### config.mk
export PLATFORM = sky130hd
export DESIGN_NAME = pixel_format_to_rgb888_core
export DESIGN_NICKNAME = d
export VERILOG_FILES = /design/src/design/pfrgb_pkg.sv /design/src/design/pfrgb_div.sv /design/src/design/pixel_format_to_rgb888_core.sv
export SDC_FILE = /design/constraint.sdc
export NUM_CORES = 2
export LEC_CHECK = 0
export ABC_AREA = 1
export BUFFER_PORTS_ARGS = -buffer_cell sky130_fd_sc_hd__buf_2
export CAP_MARGIN = 20
export CORE_MARGIN = 1
export CORE_UTILIZATION = 40
export CTS_CLUSTER_SIZE = 14
export DETAILED_ROUTE_END_ITERATION = 8
export PLACE_DENSITY = 0.6
export SLEW_MARGIN = 20
export SYNTH_ARGS = -nofsm -noshare
export SYNTH_HDL_FRONTEND = slang
export SYNTH_SLANG_ARGS = --single-unit
### constraint.sdc
create_clock -name clk -period 4.7 [get_ports clk]
set_input_delay 0.235 -clock clk [delete_from_list [all_inputs] [get_ports clk]]
set_output_delay 0.235 -clock clk [all_outputs]
set_load 0.05 [all_outputs]
### src/design/pfrgb_pkg.sv
// ----------------------------------------------------------------------------
// pfrgb_pkg
// Shared widths, register indexes and divider geometry for the true-color
// pixel to RGB888 converter.
// ----------------------------------------------------------------------------
`default_nettype none

package pfrgb_pkg;

  // Raw pixel and configuration widths.
  localparam int PIX_W     = 32;
  localparam int BPP_W     = 3;
  localparam int SHIFT_W   = 5;
  localparam int FIELD_W   = 16;
  localparam int CFG_W     = 16;
  localparam int CFG_IDX_W = 3;

  // Scaling: numerator is field * 255, quotient is one 8-bit intensity.
  localparam int QUOT_W    = 8;
  localparam int NUM_W     = FIELD_W + QUOT_W;

  // The divider resolves two quotient bits in each of its stages.
  localparam int BITS_PER_STAGE = 2;
  localparam int DIV_STAGES     = QUOT_W / BITS_PER_STAGE;

  // Front stages: byte keep, field extract, multiply by 255.
  localparam int FRONT_STAGES = 3;
  localparam int PIPE_DEPTH   = FRONT_STAGES + DIV_STAGES;

  // Configuration register indexes.
  localparam logic [CFG_IDX_W-1:0] REG_BPP         = 3'd0;
  localparam logic [CFG_IDX_W-1:0] REG_RED_SHIFT   = 3'd1;
  localparam logic [CFG_IDX_W-1:0] REG_GREEN_SHIFT = 3'd2;
  localparam logic [CFG_IDX_W-1:0] REG_BLUE_SHIFT  = 3'd3;
  localparam logic [CFG_IDX_W-1:0] REG_RED_MAX     = 3'd4;
  localparam logic [CFG_IDX_W-1:0] REG_GREEN_MAX   = 3'd5;
  localparam logic [CFG_IDX_W-1:0] REG_BLUE_MAX    = 3'd6;

  // Per-channel format description.
  typedef struct packed {
    logic [SHIFT_W-1:0] shift;
    logic [FIELD_W-1:0] max;
  } chan_cfg_t;

endpackage

`default_nettype wire

### src/design/pfrgb_div.sv
// ----------------------------------------------------------------------------
// pfrgb_div
// Pipelined restoring divider that turns field * 255 into an 8-bit intensity.
// ----------------------------------------------------------------------------
`default_nettype none

module pfrgb_div (
  input  wire logic                          clk,
  input  wire logic [pfrgb_pkg::NUM_W-1:0]   num,
  input  wire logic [pfrgb_pkg::FIELD_W-1:0] den,
  input  wire logic                          zero,
  output logic      [pfrgb_pkg::QUOT_W-1:0]  quot
);
  import pfrgb_pkg::*;

  // The numerator never reaches 256 times the divisor, so eight quotient bits
  // always suffice.
  logic [NUM_W-1:0]   rem_q  [DIV_STAGES];
  logic [FIELD_W-1:0] den_q  [DIV_STAGES];
  logic [QUOT_W-1:0]  quot_q [DIV_STAGES];
  logic               zero_q [DIV_STAGES];

  for (genvar s = 0; s < DIV_STAGES; s++) begin : g_stage
    logic [NUM_W-1:0]   rem_in;
    logic [FIELD_W-1:0] den_in;
    logic [QUOT_W-1:0]  quot_in;
    logic               zero_in;
    logic [NUM_W-1:0]   rem_next;
    logic [QUOT_W-1:0]  quot_next;

    if (s == 0) begin : g_first
      assign rem_in  = num;
      assign den_in  = den;
      assign quot_in = '0;
      assign zero_in = zero;
    end else begin : g_rest
      assign rem_in  = rem_q[s-1];
      assign den_in  = den_q[s-1];
      assign quot_in = quot_q[s-1];
      assign zero_in = zero_q[s-1];
    end

    always_comb begin
      logic [NUM_W-1:0] trial;
      int               bit_idx;
      rem_next  = rem_in;
      quot_next = quot_in;
      for (int j = 0; j < BITS_PER_STAGE; j++) begin
        bit_idx = QUOT_W - 1 - s * BITS_PER_STAGE - j;
        trial   = NUM_W'(den_in) << bit_idx;
        if (rem_next >= trial) begin
          rem_next           = rem_next - trial;
          quot_next[bit_idx] = 1'b1;
        end
      end
      // A zero maximum scales to zero.
      if (zero_in) begin
        quot_next = '0;
      end
    end

    always_ff @(posedge clk) begin
      rem_q[s]  <= rem_next;
      den_q[s]  <= den_in;
      quot_q[s] <= quot_next;
      zero_q[s] <= zero_in;
    end
  end

  assign quot = quot_q[DIV_STAGES-1];

endmodule

`default_nettype wire

### src/design/pixel_format_to_rgb888_core.sv
// ----------------------------------------------------------------------------
// pixel_format_to_rgb888_core
// Converts one true-color framebuffer pixel per clock into RGB888.
// ----------------------------------------------------------------------------
// Usage:
//   A pixel beat is taken on raw_pixel at a rising edge where start is high
//   and busy is low. The first framebuffer byte sits in bits 7 to 0; bytes
//   beyond bytes_per_pixel are treated as zero.
//   Each channel is shifted down by its shift, masked by its maximum and
//   scaled as field * 255 / max with truncation; a zero maximum gives zero.
//   Results leave on red_out, green_out and blue_out for exactly one cycle,
//   marked by done.
//   The pipeline is seven registers deep (byte keep, field extract, times
//   255, then four divider stages of two quotient bits each) and takes a new
//   beat every cycle, so the sustained rate is one pixel per clock.
//   The receiver cannot stall, so nothing ever holds the pipeline.
//   Reset clears the valid chain and loads the default 32-bit xRGB format;
//   busy is high only while reset is asserted.
//   Configuration writes through cfg_write, cfg_index and cfg_data take
//   effect at once and must only be made while no pixel is in flight.
// ----------------------------------------------------------------------------
`default_nettype none

module pixel_format_to_rgb888_core (
  input  wire logic                            clk,
  input  wire logic                            rst,
  input  wire logic                            start,
  output logic                                 busy,
  input  wire logic [pfrgb_pkg::PIX_W-1:0]     raw_pixel,
  input  wire logic                            cfg_write,
  input  wire logic [pfrgb_pkg::CFG_IDX_W-1:0] cfg_index,
  input  wire logic [pfrgb_pkg::CFG_W-1:0]     cfg_data,
  output logic                                 done,
  output logic      [pfrgb_pkg::QUOT_W-1:0]    red_out,
  output logic      [pfrgb_pkg::QUOT_W-1:0]    green_out,
  output logic      [pfrgb_pkg::QUOT_W-1:0]    blue_out
);
  import pfrgb_pkg::*;

  // Configuration registers.
  logic [BPP_W-1:0] bytes_per_pixel;
  chan_cfg_t        red_cfg;
  chan_cfg_t        green_cfg;
  chan_cfg_t        blue_cfg;

  always_ff @(posedge clk) begin
    if (rst) begin
      bytes_per_pixel <= BPP_W'(4);
      red_cfg         <= '{shift: SHIFT_W'(16), max: FIELD_W'(255)};
      green_cfg       <= '{shift: SHIFT_W'(8),  max: FIELD_W'(255)};
      blue_cfg        <= '{shift: SHIFT_W'(0),  max: FIELD_W'(255)};
    end else if (cfg_write) begin
      unique case (cfg_index)
        REG_BPP:         bytes_per_pixel <= cfg_data[BPP_W-1:0];
        REG_RED_SHIFT:   red_cfg.shift   <= cfg_data[SHIFT_W-1:0];
        REG_GREEN_SHIFT: green_cfg.shift <= cfg_data[SHIFT_W-1:0];
        REG_BLUE_SHIFT:  blue_cfg.shift  <= cfg_data[SHIFT_W-1:0];
        REG_RED_MAX:     red_cfg.max     <= cfg_data[FIELD_W-1:0];
        REG_GREEN_MAX:   green_cfg.max   <= cfg_data[FIELD_W-1:0];
        REG_BLUE_MAX:    blue_cfg.max    <= cfg_data[FIELD_W-1:0];
        default: ;  // Unknown indexes are ignored.
      endcase
    end
  end

  // The pipeline never stalls, so it is ready whenever it is out of reset.
  logic accept;
  assign busy   = rst;
  assign accept = start && !busy;

  // Valid bits march alongside the data; the last one is the result strobe.
  logic [PIPE_DEPTH-1:0] vld;

  always_ff @(posedge clk) begin
    if (rst) begin
      vld <= '0;
    end else begin
      vld <= {vld[PIPE_DEPTH-2:0], accept};
    end
  end

  assign done = vld[PIPE_DEPTH-1];

  // Stage 1: keep only the low bytes that belong to the pixel. A size of
  // zero keeps nothing, and sizes above four keep the whole word.
  logic [PIX_W-1:0] keep_mask;
  logic [PIX_W-1:0] pix_q;

  always_comb begin
    unique case (bytes_per_pixel)
      3'd0:    keep_mask = 32'h0000_0000;
      3'd1:    keep_mask = 32'h0000_00FF;
      3'd2:    keep_mask = 32'h0000_FFFF;
      3'd3:    keep_mask = 32'h00FF_FFFF;
      default: keep_mask = 32'hFFFF_FFFF;
    endcase
  end

  always_ff @(posedge clk) begin
    pix_q <= raw_pixel & keep_mask;
  end

  // Stage 2: bring each field down to bit zero and mask it with its maximum.
  // The mask keeps higher channels from leaking into the field.
  logic [FIELD_W-1:0] red_field_q;
  logic [FIELD_W-1:0] green_field_q;
  logic [FIELD_W-1:0] blue_field_q;

  always_ff @(posedge clk) begin
    red_field_q   <= FIELD_W'(pix_q >> red_cfg.shift)   & red_cfg.max;
    green_field_q <= FIELD_W'(pix_q >> green_cfg.shift) & green_cfg.max;
    blue_field_q  <= FIELD_W'(pix_q >> blue_cfg.shift)  & blue_cfg.max;
  end

  // Stage 3: multiply by 255 as a shift and a subtract, and flag a zero
  // maximum so the divider can force that channel to zero.
  logic [NUM_W-1:0] red_num_q;
  logic [NUM_W-1:0] green_num_q;
  logic [NUM_W-1:0] blue_num_q;
  logic             red_zero_q;
  logic             green_zero_q;
  logic             blue_zero_q;

  always_ff @(posedge clk) begin
    red_num_q    <= (NUM_W'(red_field_q)   << QUOT_W) - NUM_W'(red_field_q);
    green_num_q  <= (NUM_W'(green_field_q) << QUOT_W) - NUM_W'(green_field_q);
    blue_num_q   <= (NUM_W'(blue_field_q)  << QUOT_W) - NUM_W'(blue_field_q);
    red_zero_q   <= (red_cfg.max == '0);
    green_zero_q <= (green_cfg.max == '0);
    blue_zero_q  <= (blue_cfg.max == '0);
  end

  // Stages 4 to 7: one pipelined divider per channel. The maximum is read
  // live; the user changes it only while no pixel is in flight, unchecked.
  pfrgb_div u_red_div (
    .clk  (clk),
    .num  (red_num_q),
    .den  (red_cfg.max),
    .zero (red_zero_q),
    .quot (red_out)
  );

  pfrgb_div u_green_div (
    .clk  (clk),
    .num  (green_num_q),
    .den  (green_cfg.max),
    .zero (green_zero_q),
    .quot (green_out)
  );

  pfrgb_div u_blue_div (
    .clk  (clk),
    .num  (blue_num_q),
    .den  (blue_cfg.max),
    .zero (blue_zero_q),
    .quot (blue_out)
  );

endmodule

`default_nettype wire
==> summary.txt <==
Status
  • Status: finished, final reports clean

Clocking
  • CTS root buffer: clkbuf_16
  • CTS sink cnt: 657
  • Worst-path clk slew: 0.06 ns
  • Worst-case clock buffer depth: 3
  • Clk_lat worst skew: 0.66 ns
  • H-tree levels: 3
  • TritonCTS clock tree: yes
  • Clock buffer count from CTS: 76

Power and ir drop
  • PwrDens: 790 nW/µm²
  • Max VDD drop: 0.331 mV
  • Leak: 26.1 nW

Worst setup path
  • Critical Path Most Common Cell: nand2_1
  • CP cell instances: inv_1, ha_1, nand2_1, nor2_1, nand3_1, nor2_1, nand2_1, nand3_4, clkinvlp_4, clkbuf_2, o21ai_0, ha_1, nand2_1, o21ai_0, a21oi_1, nand2_1, inv_1, nand3_1, nor2_4, buf_4, nand3_1, nand2_1
  • CP Capture Type: flip-flop
  • Crit path required time: 5.29 ns
  • Worst-path cell with the longest stage delay: dfxtp_1
  • R2R Path Start: u_red_div.den_q[0][14]
  • Worst R2R Setup Slack: 0.35 ns
  • Critical path data arrival time: 4.94 ns
  • R2R cell count: 22
  • Reg-to-reg critical path endpoint: u_red_div.rem_q[1][19]
  • Crit start category: flip-flop
  • CP max FO: 14
  • Critical path class: reg -> reg
  • Crit-path max cell delay: 0.45 ns

Final layout
  • Fillers: 12167
  • Nets: 7745
  • Layout area overhead: 11.9%
  • Share of layout cells above drive strength 1: 6.48%

Routing
  • Top routing layer used: met4
  • Wire per inst: 15.8 µm
  • M1 WL: 67.4 mm
  • Routed vias: 44697
  • Total wire length: 140 mm
  • Antenna-violating nets left: 0
  • 1st-iter DRT viols: 3029
  • DR DRC count: 0
  • TritonRoute pass-1 iters: 8
  • Avg Vias per Cell: 5.05
  • Met2 Wirelength: 62.3 mm
  • Metal3 WL: 5.91 mm

Placed design
  • Final HPWL DP: 115 mm
  • Final Wtd Congestion: 0.960
  • Pre-CTS setup slack: 0.0831 ns
  • Port Buffer Count: 80

Global routing
  • GRT Total Usage: 22.9%
  • Largest net degree at the start of global routing: 67
  • Vias in the first global route: 42725
  • Grt ovf: 0
  • First-pass GRT wire length: 223 mm
  • Initial antenna violation count: 2

Hold path
  • Hold Crit Class: in -> reg
  • Hold path endpoint: green_cfg[19]
  • Hold Crit Depth: 4
  • Worst Min Path Start: cfg_index[1]

Timing
  • Slew of the pin with the lowest slew margin: 1.02 ns
  • Hold WS: 0.131 ns
  • Final setup viols: 0
  • Max frequency: 230 MHz
  • Layout Skew: 0.0268 ns
  • Final setup margin: 0.345 ns
  • Max Slew Vio Count: 0
  • Slew headroom: 31.7%
  • Final hold violations: 0
  • Min Tclk post-route: 4.35 ns
  • Period utilization: 92.7%

Synthesis
  • Post-synth EDFFs: 0
  • Synth cell types: 63
  • Mapped Area: 47200 µm²
  • Dominant synthesized flop cell: dfxtp_1
  • Number of synthesized register bits: 657
  • Ys async rst share: 0%
  • Seq/Total Area, Yosys: 27.8%
  • Yosys warns: 0
  • Syn nets: 7587
  • Mean area per synthesized cell: 6.65 µm²
  • Cells after Synth: 7100

Floorplanning
  • Ports: 81
  • Core box area: 117000 µm²
  • Total die area: 120000 µm²
  • Die Span Y: 346 µm
  • Initial Util: 40.5%
  • Die width: 346 µm
  • FP Rows: 125

Job
  • Max Cap Viol: 0
[state kept, by name, summed over array words and instances (netlist names), 7 cells and up]
register	count
green_field_q	16
red_field_q	16
green_num_q	24
u_red_div.quot_q	20
u_blue_div.quot_q	20
vld	7
u_green_div.den_q	48
red_num_q	24
u_red_div.rem_q	72
pix_q	32
u_red_div.den_q	48
blue_field_q	16
u_blue_div.den_q	48
u_green_div.rem_q	72
blue_cfg	21
green_cfg	21
blue_num_q	24
red_cfg	21
u_green_div.quot_q	20
u_blue_div.rem_q	72
[worst max-delay path: cells and delay by family, from the launching register on]
kind | cells | cell delay, ns
flip-flops | 1 | 0.45
adder cells (fa/ha/maj) | 2 | 0.76
buffers and inverters | 5 | 0.85
AO/OA/AOI/OAI | 3 | 0.62
AND/OR/NAND/NOR | 12 | 1.61
[layout make-up]
cell class                      instances  area (µm²)  share of cell area, %
Antenna cell                            1        2.50                0.00473
Timing Repair Buffer                  227        1670                   3.16
Clock inverter                         44         623                   1.18
Inverter                              978        3700                   7.00
Multi-Input combinational cell       5318       29700                   56.2
Clock buffer                           95        2070                   3.92
Sequential cell                       657       13200                   24.9
Tap cell                             1524        1910                   3.61
[report_power, final]
group          switching [mW]  total (mW)  internal, mW
Combinational            16.8        27.0          10.2
Sequential               1.15        8.45          7.30
Clock                    2.60        6.30          3.70
Total                    20.6        41.8          21.2
[cell usage in the layout, fill, tap and decap left out, types with 51 or more instances in the layout]
master	instances
xnor2_1	147
dfxtp_1	657
o21ai_1	66
a21oi_1	477
xor2_1	191
nor2_1	558
inv_1	941
nand2_1	1933
nand4_1	93
clkbuf_16	77
buf_4	91
dlygate4sd3_1	51
nand3_1	335
mux2i_1	64
nor3_1	55
o21ai_0	528
ha_1	411
buf_2	80
o211ai_1	79
[worst max-delay path by stage]
stage,start,depth (start not counted),endpoint,slack (ns)
2_1_floorplan,green_cfg[8],24,u_green_div.rem_q[0][12],0.89
3_3_place_gp,u_red_div.den_q[0][14],25,u_red_div.rem_q[1][4],0.08
3_5_place_dp,u_red_div.den_q[0][14],25,u_red_div.rem_q[1][4],0.08
4_1_cts,u_red_div.den_q[0][14],25,u_red_div.rem_q[1][4],0.09
5_1_grt,u_red_div.den_q[1][2],26,u_red_div.rem_q[2][2],-0.01
6_report,u_red_div.den_q[0][14],22,u_red_div.rem_q[1][19],0.35
[synthesized netlist by cell type, types with 4 or more instances]
library cell	number	area [µm²]
o21ai_0	546	2730
mux2i_1	64	641
a22oi_1	14	105
buf_6	9	101
and2_1	9	56.3
ha_1	411	5140
o21ai_1	51	255
buf_1	6	22.5
buf_4	14	105
or2_2	28	175
o31ai_1	6	45.0
inv_2	26	97.6
nor4_1	16	100
nand3b_1	11	82.6
o21bai_1	41	308
buf_2	27	135
fa_1	21	420
nand3_2	11	110
a31oi_1	33	206
a211oi_1	11	82.6
xor2_1	191	1670
nand3_1	335	1680
nor2_2	12	75.1
inv_1	943	3540
nor3_1	56	280
clkbuf_1	90	338
clkinv_1	7	26.3
o211ai_1	79	593
nor2_4	7	78.8
nand2_2	31	194
a21boi_0	13	97.6
o21ai_2	20	175
nand2_4	9	101
xnor2_1	147	1290
nor2_1	560	2100
a21o_1	40	300
and3_1	4	25.0
o21a_1	7	52.6
nand2_1	1933	7260
a21oi_2	4	35.0
dfxtp_1	657	13200
a21oi_1	478	2390
nand4_1	93	582
[logic make-up after synthesis]
family / after synthesis / share of synthesized area, %
xor gates and xnor gates: 338 / 6.27
AOI/OAI and AO/OA: 1356 / 15.9
adders and majority gates: 432 / 11.8
buffers and inverters: 1125 / 9.31
DFF: 657 / 27.8
muxes: 64 / 1.36
and+or+nand+nor: 3128 / 27.6
[repair_timing]
action,4_1_cts,5_1_grt
setup endpoints to repair,0,108
hold buffers,51,0
setup buffers,0,3
hold endpoints to repair,80,0
resized for setup,0,39
[through the flow]
step | cells | util, % | total power, mW | TNS [ns] | instance area (µm²)
final | 8844 | 45.3 | 41.8 | 0 | 52900
after global routing | 8843 | 45.3 | 46.1 | -0.0554 | 52900
after CTS | 8840 | 45.2 | 41.6 | 0 | 52800
after detailed placement | 8650 | 42.5 | 35.1 | 0 | 49600
after global placement | 8650 | 42.5 | 34.9 | 0 | 49600
after floorplan | 7100 | - | 29.3 | 0 | 47200
[metal layers]
| metal | up-vias | track usage (%) |
|---|---|---|
| li1 | 23432 | - |
| met1 | 19980 | 31.0 |
| met2 | 1057 | 37.9 |
| met3 | 228 | 2.49 |
| met4 | 0 | 6.99 |
| met5 | - | 0 |
(Power assumes the default switching activity.)
